<file path="config.mk">
export PLATFORM = sky130hd
export DESIGN_NAME = quadrature_frequency_tuner_core_flat
export DESIGN_NICKNAME = d
export VERILOG_FILES = /design/src/rtl/core/qft_pkg.sv /design/src/rtl/core/qft_intf.sv /design/src/rtl/core/qft_step_dec.sv /design/src/rtl/core/qft_freq_bank.sv /design/src/rtl/core/quadrature_frequency_tuner_core.sv /design/src/flat_wrapper.sv
export SDC_FILE = /design/constraint.sdc
export NUM_CORES = 1
export LEC_CHECK = 0
export ABC_AREA = 1
export BUFFER_PORTS_ARGS = -buffer_cell sky130_fd_sc_hd__buf_4
export CAP_MARGIN = 20
export CORE_MARGIN = 5
export CORE_UTILIZATION = 61
export CTS_CLUSTER_SIZE = 28
export DETAILED_ROUTE_END_ITERATION = 10
export PLACE_DENSITY = 0.81
export SLEW_MARGIN = 10
export SYNTH_ARGS = -nofsm -noshare
export SYNTH_HDL_FRONTEND = slang
export SYNTH_SLANG_ARGS = --single-unit
</file>
<file path="constraint.sdc">
create_clock -name clk -period 7.1 [get_ports clk]
set_clock_uncertainty 0.15 [all_clocks]
set_input_delay 2.13 -clock clk [delete_from_list [all_inputs] [get_ports clk]]
set_output_delay 2.13 -clock clk [all_outputs]
set_load 0.05 [all_outputs]
</file>
<file path="src/rtl/core/qft_pkg.sv">
// Package for the quadrature frequency tuner: widths, limits, codes,
// transition table and shared types. No dependencies.
`timescale 1ns / 1ps
`default_nettype none

package qft_pkg;

    localparam int FREQ_W    = 28;
    localparam int CH_W      = 2;
    localparam int STEP_W    = 25;
    localparam int PIN_W     = 2;
    localparam int ACC_W     = 4;
    localparam int CFG_IDX_W = 1;
    localparam int CFG_W     = STEP_W;

    localparam int DEF_NUM_CHANNELS     = 3;
    localparam int DEF_STEPS_PER_DETENT = 4;

    localparam logic [FREQ_W-1:0] FREQ_MIN = FREQ_W'(10000);
    localparam logic [FREQ_W-1:0] FREQ_MAX = FREQ_W'(220000000);

    localparam logic signed [STEP_W-1:0] TUNING_STEP_RESET = STEP_W'(-100000);

    // Item kinds
    localparam logic FUNC_PIN_SAMPLE  = 1'b0;
    localparam logic FUNC_DIRECT_LOAD = 1'b1;

    // Register indexes
    localparam logic [CFG_IDX_W-1:0] CFG_ACTIVE_CHANNEL = 1'b0;
    localparam logic [CFG_IDX_W-1:0] CFG_TUNING_STEP    = 1'b1;

    // Step per pin transition, indexed by {previous pair, current pair}
    localparam logic signed [1:0] QUAD_STEPS [16] = '{
         2'sd0,  2'sd1, -2'sd1,  2'sd0,
        -2'sd1,  2'sd0,  2'sd0,  2'sd1,
         2'sd1,  2'sd0,  2'sd0, -2'sd1,
         2'sd0, -2'sd1,  2'sd1,  2'sd0
    };

    typedef struct packed {
        logic              func;
        logic [PIN_W-1:0]  pin_pair;
        logic              tune_enable;
        logic [CH_W-1:0]   write_channel;
        logic [FREQ_W-1:0] write_freq;
    } item_t;

    // Decoder to frequency bank
    typedef struct packed {
        logic              load;      // direct write to a valid channel
        logic              detent;    // one detent to apply
        logic              up;        // detent adds the step (else subtracts)
        logic [CH_W-1:0]   ch;        // channel touched and reported
        logic [FREQ_W-1:0] load_freq; // unclamped direct-write value
    } freq_cmd_t;

    function automatic logic [FREQ_W-1:0] reset_freq(input int unsigned idx);
        logic [FREQ_W-1:0] f;
        case (idx)
            0:       f = FREQ_W'(10000000);
            1:       f = FREQ_W'(14000000);
            2:       f = FREQ_W'(21000000);
            default: f = FREQ_W'(10000000);
        endcase
        return f;
    endfunction

endpackage

`default_nettype wire

</file>
<file path="src/rtl/core/qft_intf.sv">
// Valid/ready channel interfaces for the quadrature frequency tuner.
// Depends on qft_pkg.
`timescale 1ns / 1ps
`default_nettype none

interface qft_item_if;
    import qft_pkg::*;
    logic              valid;
    logic              ready;
    logic              func;
    logic [PIN_W-1:0]  pin_pair;
    logic              tune_enable;
    logic [CH_W-1:0]   write_channel;
    logic [FREQ_W-1:0] write_freq;

    modport source (output valid, func, pin_pair, tune_enable, write_channel, write_freq,
                    input ready);
    modport sink   (input valid, func, pin_pair, tune_enable, write_channel, write_freq,
                    output ready);
endinterface

interface qft_result_if;
    import qft_pkg::*;
    logic              valid;
    logic              ready;
    logic [CH_W-1:0]   out_channel;
    logic [FREQ_W-1:0] out_freq;
    logic              changed;

    modport source (output valid, out_channel, out_freq, changed, input ready);
    modport sink   (input valid, out_channel, out_freq, changed, output ready);
endinterface

`default_nettype wire

</file>
<file path="src/rtl/core/qft_step_dec.sv">
// Encoder transition decoder: pin history, step accumulator, detent detect.
// Depends on qft_pkg.
`timescale 1ns / 1ps
`default_nettype none

module qft_step_dec #(
    parameter int NUM_CHANNELS     = qft_pkg::DEF_NUM_CHANNELS,
    parameter int STEPS_PER_DETENT = qft_pkg::DEF_STEPS_PER_DETENT
) (
    input  wire                        clk,
    input  wire                        rst_n,
    input  wire                        fire,
    input  wire qft_pkg::item_t        item,
    input  wire  [qft_pkg::CH_W-1:0]   active_channel,
    output qft_pkg::freq_cmd_t         cmd
);
    import qft_pkg::*;

    localparam logic signed [ACC_W-1:0] DETENT_POS = ACC_W'(STEPS_PER_DETENT);
    localparam logic signed [ACC_W-1:0] DETENT_NEG = -DETENT_POS;

    logic [PIN_W-1:0]        last_pins_reg, last_pins_next;
    logic signed [ACC_W-1:0] acc_reg, acc_next;
    logic signed [ACC_W-1:0] acc_sum;
    logic signed [1:0]       step;
    logic [CH_W-1:0]         eff_active;
    logic                    wch_ok;
    logic                    at_detent;

    assign eff_active = (32'(active_channel) < 32'(NUM_CHANNELS)) ? active_channel : '0;
    assign wch_ok     = 32'(item.write_channel) < 32'(NUM_CHANNELS);
    assign step       = QUAD_STEPS[{last_pins_reg, item.pin_pair}];
    assign acc_sum    = acc_reg + ACC_W'(step);
    assign at_detent  = (acc_sum >= DETENT_POS) || (acc_sum <= DETENT_NEG);

    always_comb
    begin
        last_pins_next = last_pins_reg;
        acc_next       = acc_reg;
        cmd.load       = 1'b0;
        cmd.detent     = 1'b0;
        cmd.up         = !acc_sum[ACC_W-1];
        cmd.ch         = eff_active;
        cmd.load_freq  = item.write_freq;
        if (item.func == FUNC_DIRECT_LOAD)
        begin
            if (wch_ok)
            begin
                cmd.load = 1'b1;
                cmd.ch   = item.write_channel;
            end
        end
        else if (!item.tune_enable)
        begin
            last_pins_next = item.pin_pair;
        end
        else if (item.pin_pair != last_pins_reg)
        begin
            last_pins_next = item.pin_pair;
            if (at_detent)
            begin
                cmd.detent = 1'b1;
                acc_next   = '0;
            end
            else
            begin
                acc_next = acc_sum;
            end
        end
    end

    always_ff @(posedge clk or negedge rst_n)
    begin
        if (!rst_n)
        begin
            last_pins_reg <= '0;
            acc_reg       <= '0;
        end
        else if (fire)
        begin
            last_pins_reg <= last_pins_next;
            acc_reg       <= acc_next;
        end
    end

endmodule

`default_nettype wire

</file>
<file path="src/rtl/core/qft_freq_bank.sv">
// Per-channel frequency registers with detent add and range clamp.
// Depends on qft_pkg.
`timescale 1ns / 1ps
`default_nettype none

module qft_freq_bank #(
    parameter int NUM_CHANNELS = qft_pkg::DEF_NUM_CHANNELS
) (
    input  wire                                clk,
    input  wire                                rst_n,
    input  wire                                fire,
    input  wire qft_pkg::freq_cmd_t            cmd,
    input  wire signed [qft_pkg::STEP_W-1:0]   tuning_step,
    output logic       [qft_pkg::FREQ_W-1:0]   freq_out
);
    import qft_pkg::*;

    localparam int IDX_W = (NUM_CHANNELS > 1) ? $clog2(NUM_CHANNELS) : 1;
    localparam int SUM_W = FREQ_W + 2;
    localparam logic signed [SUM_W-1:0] MIN_S = {2'b00, FREQ_MIN};
    localparam logic signed [SUM_W-1:0] MAX_S = {2'b00, FREQ_MAX};

    logic [FREQ_W-1:0]       freq_reg [NUM_CHANNELS];
    logic [IDX_W+CH_W-1:0]   idx_wide;
    logic [IDX_W-1:0]        idx;
    logic [FREQ_W-1:0]       cur;
    logic signed [SUM_W-1:0] step_ext;
    logic signed [SUM_W-1:0] delta;
    logic signed [SUM_W-1:0] sum;
    logic [FREQ_W-1:0]       tuned;
    logic [FREQ_W-1:0]       loaded;
    logic [FREQ_W-1:0]       freq_next;

    assign idx_wide = {{IDX_W{1'b0}}, cmd.ch};
    assign idx      = idx_wide[IDX_W-1:0];
    assign cur      = freq_reg[idx];

    assign step_ext = SUM_W'(tuning_step);
    assign delta    = cmd.up ? step_ext : -step_ext;
    assign sum      = $signed({2'b00, cur}) + delta;

    always_comb
    begin
        if (sum < MIN_S)
            tuned = FREQ_MIN;
        else if (sum > MAX_S)
            tuned = FREQ_MAX;
        else
            tuned = sum[FREQ_W-1:0];

        if (cmd.load_freq < FREQ_MIN)
            loaded = FREQ_MIN;
        else if (cmd.load_freq > FREQ_MAX)
            loaded = FREQ_MAX;
        else
            loaded = cmd.load_freq;

        if (cmd.load)
            freq_next = loaded;
        else if (cmd.detent)
            freq_next = tuned;
        else
            freq_next = cur;
    end

    // Value reported is the channel's frequency after this beat's update
    assign freq_out = freq_next;

    always_ff @(posedge clk or negedge rst_n)
    begin
        if (!rst_n)
        begin
            for (int i = 0; i < NUM_CHANNELS; i++)
                freq_reg[i] <= reset_freq(i);
        end
        else if (fire && (cmd.load || cmd.detent))
        begin
            freq_reg[idx] <= freq_next;
        end
    end

endmodule

`default_nettype wire

</file>
<file path="src/rtl/core/quadrature_frequency_tuner_core.sv">
// Quadrature frequency tuner top level: config registers, input and result
// registers. Depends on qft_pkg, qft_intf, qft_step_dec, qft_freq_bank.
//
// Usage:
//   in_item  : valid/ready channel, one beat per encoder pin sample
//              (func = 0) or direct frequency write (func = 1).
//   out_res  : valid/ready channel, exactly one beat per input beat, in order:
//              reported channel, its frequency after the update, changed flag.
//   cfg_*    : write-only port; cfg_index 0 = active channel, 1 = tuning step.
//              Write only while no beat is in flight.
// Path: an accepted beat is held in the input register, then its result goes
//   through the decode/add/clamp pass into the result register, which drives out_res.
// Throughput: one beat per cycle sustained while out_res takes every result. The single
//   decode and one 30-bit add/clamp between the two registers set this figure.
// Stall: when out_res is held off, the result register holds; in_item.ready
//   stays high until the input register also fills, so two beats can sit
//   in the block during a stall.
// Reset: rst_n clears pin history and step sum, loads 10/14/21 MHz into
//   channels 0..2 (10 MHz beyond), active channel 0, step -100000 Hz.
`timescale 1ns / 1ps
`default_nettype none

module quadrature_frequency_tuner_core #(
    parameter int NUM_CHANNELS     = qft_pkg::DEF_NUM_CHANNELS,
    parameter int STEPS_PER_DETENT = qft_pkg::DEF_STEPS_PER_DETENT
) (
    input  wire                            clk,
    input  wire                            rst_n,
    qft_item_if.sink                       in_item,
    qft_result_if.source                   out_res,
    input  wire                            cfg_we,
    input  wire  [qft_pkg::CFG_IDX_W-1:0]  cfg_index,
    input  wire  [qft_pkg::CFG_W-1:0]      cfg_wdata
);
    import qft_pkg::*;

    // Configuration registers
    logic [CH_W-1:0]          active_channel_reg;
    logic signed [STEP_W-1:0] tuning_step_reg;

    // Input stage
    logic  in_valid_reg;
    item_t item_reg;

    // Result stage
    logic              out_valid_reg;
    logic [CH_W-1:0]   out_channel_reg;
    logic [FREQ_W-1:0] out_freq_reg;
    logic              out_changed_reg;

    logic      out_free;   // result register can take a beat this cycle
    logic      fire;       // the held input beat is processed this cycle
    freq_cmd_t cmd;
    logic [FREQ_W-1:0] freq_now;

    assign out_free      = !out_valid_reg || out_res.ready;
    assign fire          = in_valid_reg && out_free;
    assign in_item.ready = !in_valid_reg || out_free;

    assign out_res.valid       = out_valid_reg;
    assign out_res.out_channel = out_channel_reg;
    assign out_res.out_freq    = out_freq_reg;
    assign out_res.changed     = out_changed_reg;

    qft_step_dec #(
        .NUM_CHANNELS     (NUM_CHANNELS),
        .STEPS_PER_DETENT (STEPS_PER_DETENT)
    ) u_step_dec (
        .clk            (clk),
        .rst_n          (rst_n),
        .fire           (fire),
        .item           (item_reg),
        .active_channel (active_channel_reg),
        .cmd            (cmd)
    );

    qft_freq_bank #(
        .NUM_CHANNELS (NUM_CHANNELS)
    ) u_freq_bank (
        .clk         (clk),
        .rst_n       (rst_n),
        .fire        (fire),
        .cmd         (cmd),
        .tuning_step (tuning_step_reg),
        .freq_out    (freq_now)
    );

    // Configuration writes
    always_ff @(posedge clk or negedge rst_n)
    begin
        if (!rst_n)
        begin
            active_channel_reg <= '0;
            tuning_step_reg    <= TUNING_STEP_RESET;
        end
        else if (cfg_we)
        begin
            case (cfg_index)
                CFG_ACTIVE_CHANNEL: active_channel_reg <= cfg_wdata[CH_W-1:0];
                CFG_TUNING_STEP:    tuning_step_reg    <= cfg_wdata[STEP_W-1:0];
                default:            ;
            endcase
        end
    end

    // Input register: control
    always_ff @(posedge clk or negedge rst_n)
    begin
        if (!rst_n)
            in_valid_reg <= 1'b0;
        else if (in_item.ready)
            in_valid_reg <= in_item.valid;
    end

    // Input register: payload
    always_ff @(posedge clk)
    begin
        if (in_item.valid && in_item.ready)
        begin
            item_reg.func          <= in_item.func;
            item_reg.pin_pair      <= in_item.pin_pair;
            item_reg.tune_enable   <= in_item.tune_enable;
            item_reg.write_channel <= in_item.write_channel;
            item_reg.write_freq    <= in_item.write_freq;
        end
    end

    // Result register: control
    always_ff @(posedge clk or negedge rst_n)
    begin
        if (!rst_n)
            out_valid_reg <= 1'b0;
        else if (out_free)
            out_valid_reg <= fire;
    end

    // Result register: payload
    always_ff @(posedge clk)
    begin
        if (fire)
        begin
            out_channel_reg <= cmd.ch;
            out_freq_reg    <= freq_now;
            out_changed_reg <= cmd.load || cmd.detent;
        end
    end

endmodule

`default_nettype wire

</file>
<file path="src/flat_wrapper.sv">
// flat-port wrapper written by rule: the top's interface ports become plain ports
module quadrature_frequency_tuner_core_flat import qft_pkg::*;
#(
    parameter int NUM_CHANNELS     = qft_pkg::DEF_NUM_CHANNELS,
    parameter int STEPS_PER_DETENT = qft_pkg::DEF_STEPS_PER_DETENT
)
  (clk, rst_n, cfg_we, cfg_index, cfg_wdata, in_item_valid, in_item_func, in_item_pin_pair, in_item_tune_enable, in_item_write_channel, in_item_write_freq, in_item_ready, out_res_valid, out_res_out_channel, out_res_out_freq, out_res_changed, out_res_ready);
  qft_item_if in_item_i ();
  qft_result_if out_res_i ();
  input  wire clk;
  input  wire rst_n;
  input  wire cfg_we;
  input  wire  [qft_pkg::CFG_IDX_W-1:0] cfg_index;
  input  wire  [qft_pkg::CFG_W-1:0] cfg_wdata;
  input wire logic [$bits(in_item_i.valid)-1:0] in_item_valid;
  input wire logic [$bits(in_item_i.func)-1:0] in_item_func;
  input wire logic [$bits(in_item_i.pin_pair)-1:0] in_item_pin_pair;
  input wire logic [$bits(in_item_i.tune_enable)-1:0] in_item_tune_enable;
  input wire logic [$bits(in_item_i.write_channel)-1:0] in_item_write_channel;
  input wire logic [$bits(in_item_i.write_freq)-1:0] in_item_write_freq;
  output wire logic [$bits(in_item_i.ready)-1:0] in_item_ready;
  output wire logic [$bits(out_res_i.valid)-1:0] out_res_valid;
  output wire logic [$bits(out_res_i.out_channel)-1:0] out_res_out_channel;
  output wire logic [$bits(out_res_i.out_freq)-1:0] out_res_out_freq;
  output wire logic [$bits(out_res_i.changed)-1:0] out_res_changed;
  input wire logic [$bits(out_res_i.ready)-1:0] out_res_ready;
  assign in_item_i.valid = in_item_valid;
  assign in_item_i.func = in_item_func;
  assign in_item_i.pin_pair = in_item_pin_pair;
  assign in_item_i.tune_enable = in_item_tune_enable;
  assign in_item_i.write_channel = in_item_write_channel;
  assign in_item_i.write_freq = in_item_write_freq;
  assign in_item_ready = in_item_i.ready;
  assign out_res_valid = out_res_i.valid;
  assign out_res_out_channel = out_res_i.out_channel;
  assign out_res_out_freq = out_res_i.out_freq;
  assign out_res_changed = out_res_i.changed;
  assign out_res_i.ready = out_res_ready;
  quadrature_frequency_tuner_core #(.NUM_CHANNELS(NUM_CHANNELS), .STEPS_PER_DETENT(STEPS_PER_DETENT)) u_core (.clk(clk), .rst_n(rst_n), .in_item(in_item_i), .out_res(out_res_i), .cfg_we(cfg_we), .cfg_index(cfg_index), .cfg_wdata(cfg_wdata));
endmodule
</file>
==> impl_metrics.toml <==
[run_status]
outcome = "complete, no violations"

[critical_path]
cp-start-kind = "flip-flop"
path_common_cell = "nand2_1"
path_class = "flip-flop to flip-flop"
r2r-end = "u_core.u_freq_bank.freq_reg[82]"
r2r_start = "u_core.item_reg[31]"
crit_start = "u_core.item_reg[31]"
r2r_setup_slack_ns = 0.92
critPathArrivalTime_ns = 6.36
reg2reg_depth = 38
path_max_fanout = 17
critPathCaptureType = "flip-flop"
worstPathRequired_ns = 7.29
max_stage_delay_ns = 0.44
cpMaxStageDelayCell = "fa_1"

[timing]
finalMaxSlewViolations = 0
hold_violations = 0
setup_ws_ns = 0.922
period_needed_ns = 6.18
maxSlewHeadroom_pct = 40.4
clock.fmax_mhz = 162
setup_violations = 0
rsz0062_at_grt = "false"
tightest_slew_ns = 0.893
fin_crit_sh_pct = 87.0
tns_ns = 0

[hold_path]
min_to = "u_core.u_freq_bank.freq_reg[38]"
hp-class = "flip-flop to flip-flop"
holdPathStages = 2
hold_start = "u_core.u_freq_bank.freq_reg[38]"

[layout]
drive_above_1_share_pct = 15.8
nNetsFinal = 1675
diodes = 0
syn_to_final_growth_pct = 13.3
largest_reg_flops = 84

[cts]
ctsResizeCount = 0
cts_htree_levels = 4
path_clk_slew_ns = 0.08
root_buffer = "clkbuf_16"
clk_latency_ns = 0.45
ctsLongestPathBuffers = 2
cts_buffers = 17
cts_sinks = 184
cts_hold_buf = 0
postCtsSetupRepairBufs = 0
cts_tree = "done"

[synth]
synth-edff-count = 65
yosys.area.top_type = "nand2_1"
synth.cell_area_sq_um = 11300
ys_ff_latch = 184
ys_top_cells_by_count = "555 x nand2_1, 186 x inv_1, 97 x nor2_1, 86 x nand3_1, 75 x dfrtp_1"
synthCells = 1481
synthTopCellsByArea = "nand2_1 19%, edfxtp_1 17%, dfrtp_1 17%, dfstp_2 10%, inv_1 6.2%"
syn_nets = 1585
ys.warnings.count = 0
async_flop_share_pct = 64.7
yosysMostFrequentCell = "nand2_1"
synth-main-ff-cell = "dfrtp_1"
avgSynthCellArea_sq_um = 7.60
synth_top_area_share_pct = 18.5
ys_seq_area_share_pct = 44.3
yosys.cell_types.count = 49

[route]
avgViaCountPerCell = 5.72
drt-initial-drc-count = 1188
ant_nets = 0
post_drt_wl_per_cell_um = 17.8
firstDrtPassIters = 6
drc = 0
routed_wirelength_mm = 32.4
num_vias = 10400

[placement]
io_buffer_count = 97
place_congestion = 0.984
dp_hpwl_mm = 24.0
pre_cts_ws_ns = 1.01

[global_route]
grt_pass1_wl_mm = 51.0
grt_overflow_total = 0
grt_max_degree = 70
antenna_found_initial = 0
grt_use_total_pct = 30.2
first_global_vias = 9837

[die]
core_area_sq_um = 18100
floorplan.initialDensity_pct = 62.2
die_w_um = 146
die_h_um = 146
rows = 49
dieArea_sq_um = 21300
io_pins = 98

[job]
max_cap_violations = 0
per-layer routing:
layer / global-route usage, % / wire length (um) / vias to the layer above
met3: 6.45 / 3290 / 84
met4: 11.2 / 1140 / 0
met5: 0 / 0 / -
met1: 39.4 / 12800 / 4819
li1: - / - / 4913
met2: 49.9 / 15200 / 550
worst max path at each step:
stage                                      endpoint  slack (ns)  depth (start not counted)
global placement        u_core.out_res.out_freq[18]        1.20                         38
finish              u_core.u_freq_bank.freq_reg[82]        0.92                         38
detailed placement      u_core.out_res.out_freq[18]        1.01                         36
global route        u_core.u_freq_bank.freq_reg[82]        0.39                         38
floorplan               u_core.out_res.out_freq[20]        2.04                         37
CTS                 u_core.u_freq_bank.freq_reg[82]        0.98                         38
final cells by class:
cell class	count	area, sq um
Fill cell	1421	5330
Multi-Input combinational cell	1062	5320
Sequential cell	184	4980
Timing Repair Buffer	109	818
Inverter	197	742
Clock buffer	19	443
Tap cell	229	287
Clock inverter	13	159
cells in the final DEF, fill, tap and decap left out, types with 7 or more instances in the layout:
cell / netlist / routed
nand2_1: 555 / 555
inv_1: 186 / 186
buf_4: 2 / 109
nor2_1: 97 / 97
nand3_1: 86 / 86
dfrtp_1: 75 / 75
edfxtp_1: 65 / 65
o21ai_0: 64 / 64
a21oi_1: 50 / 50
dfstp_2: 44 / 44
ha_1: 37 / 37
xor2_1: 23 / 23
nand4_1: 20 / 20
clkbuf_16: 0 / 17
nand3_2: 14 / 14
xnor2_1: 13 / 13
mux2_2: 12 / 12
inv_2: 10 / 10
o221ai_1: 10 / 10
o21ai_1: 8 / 8
nor4_1: 8 / 8
nor3_1: 8 / 8
nand2_2: 7 / 7
per-stage QoR:
stage	util [%]	hold WS (ns)	area (sq um)	instances
after CTS	70.5	0.320	12800	1813
after global placement	67.2	0.302	12200	1781
after floorplan	-	0.294	11300	1481
after global routing	70.5	0.325	12800	1813
final	70.5	0.321	12800	1813
after detailed placement	67.2	0.306	12200	1781
logic make-up (layout without fill, tap and decap cells):
logic type | after synthesis | count (layout) | synth area share [%]
flops | 184 | 184 | 44.3
fa+ha+maj | 39 | 39 | 4.47
buf+inv | 235 | 338 | 8.44
compound gates | 149 | 149 | 7.36
mux | 12 | 12 | 1.20
simple gates | 825 | 825 | 31.3
xor+xnor | 37 | 37 | 2.95
worst max-delay path: cells and delay by family (launching register included):
family / cells / cell delay (ns)
and+or+nand+nor: 23 / 2.63
adders and majority gates: 3 / 0.97
AOI/OAI and AO/OA: 5 / 0.94
buffers and inverters: 6 / 0.80
DFF: 1 / 0.41
xor gates and xnor gates: 1 / 0.15
Power is left out: the tool's default activity adds up to more than one toggle a clock period on the data nets, which glitch-free logic cannot reach.
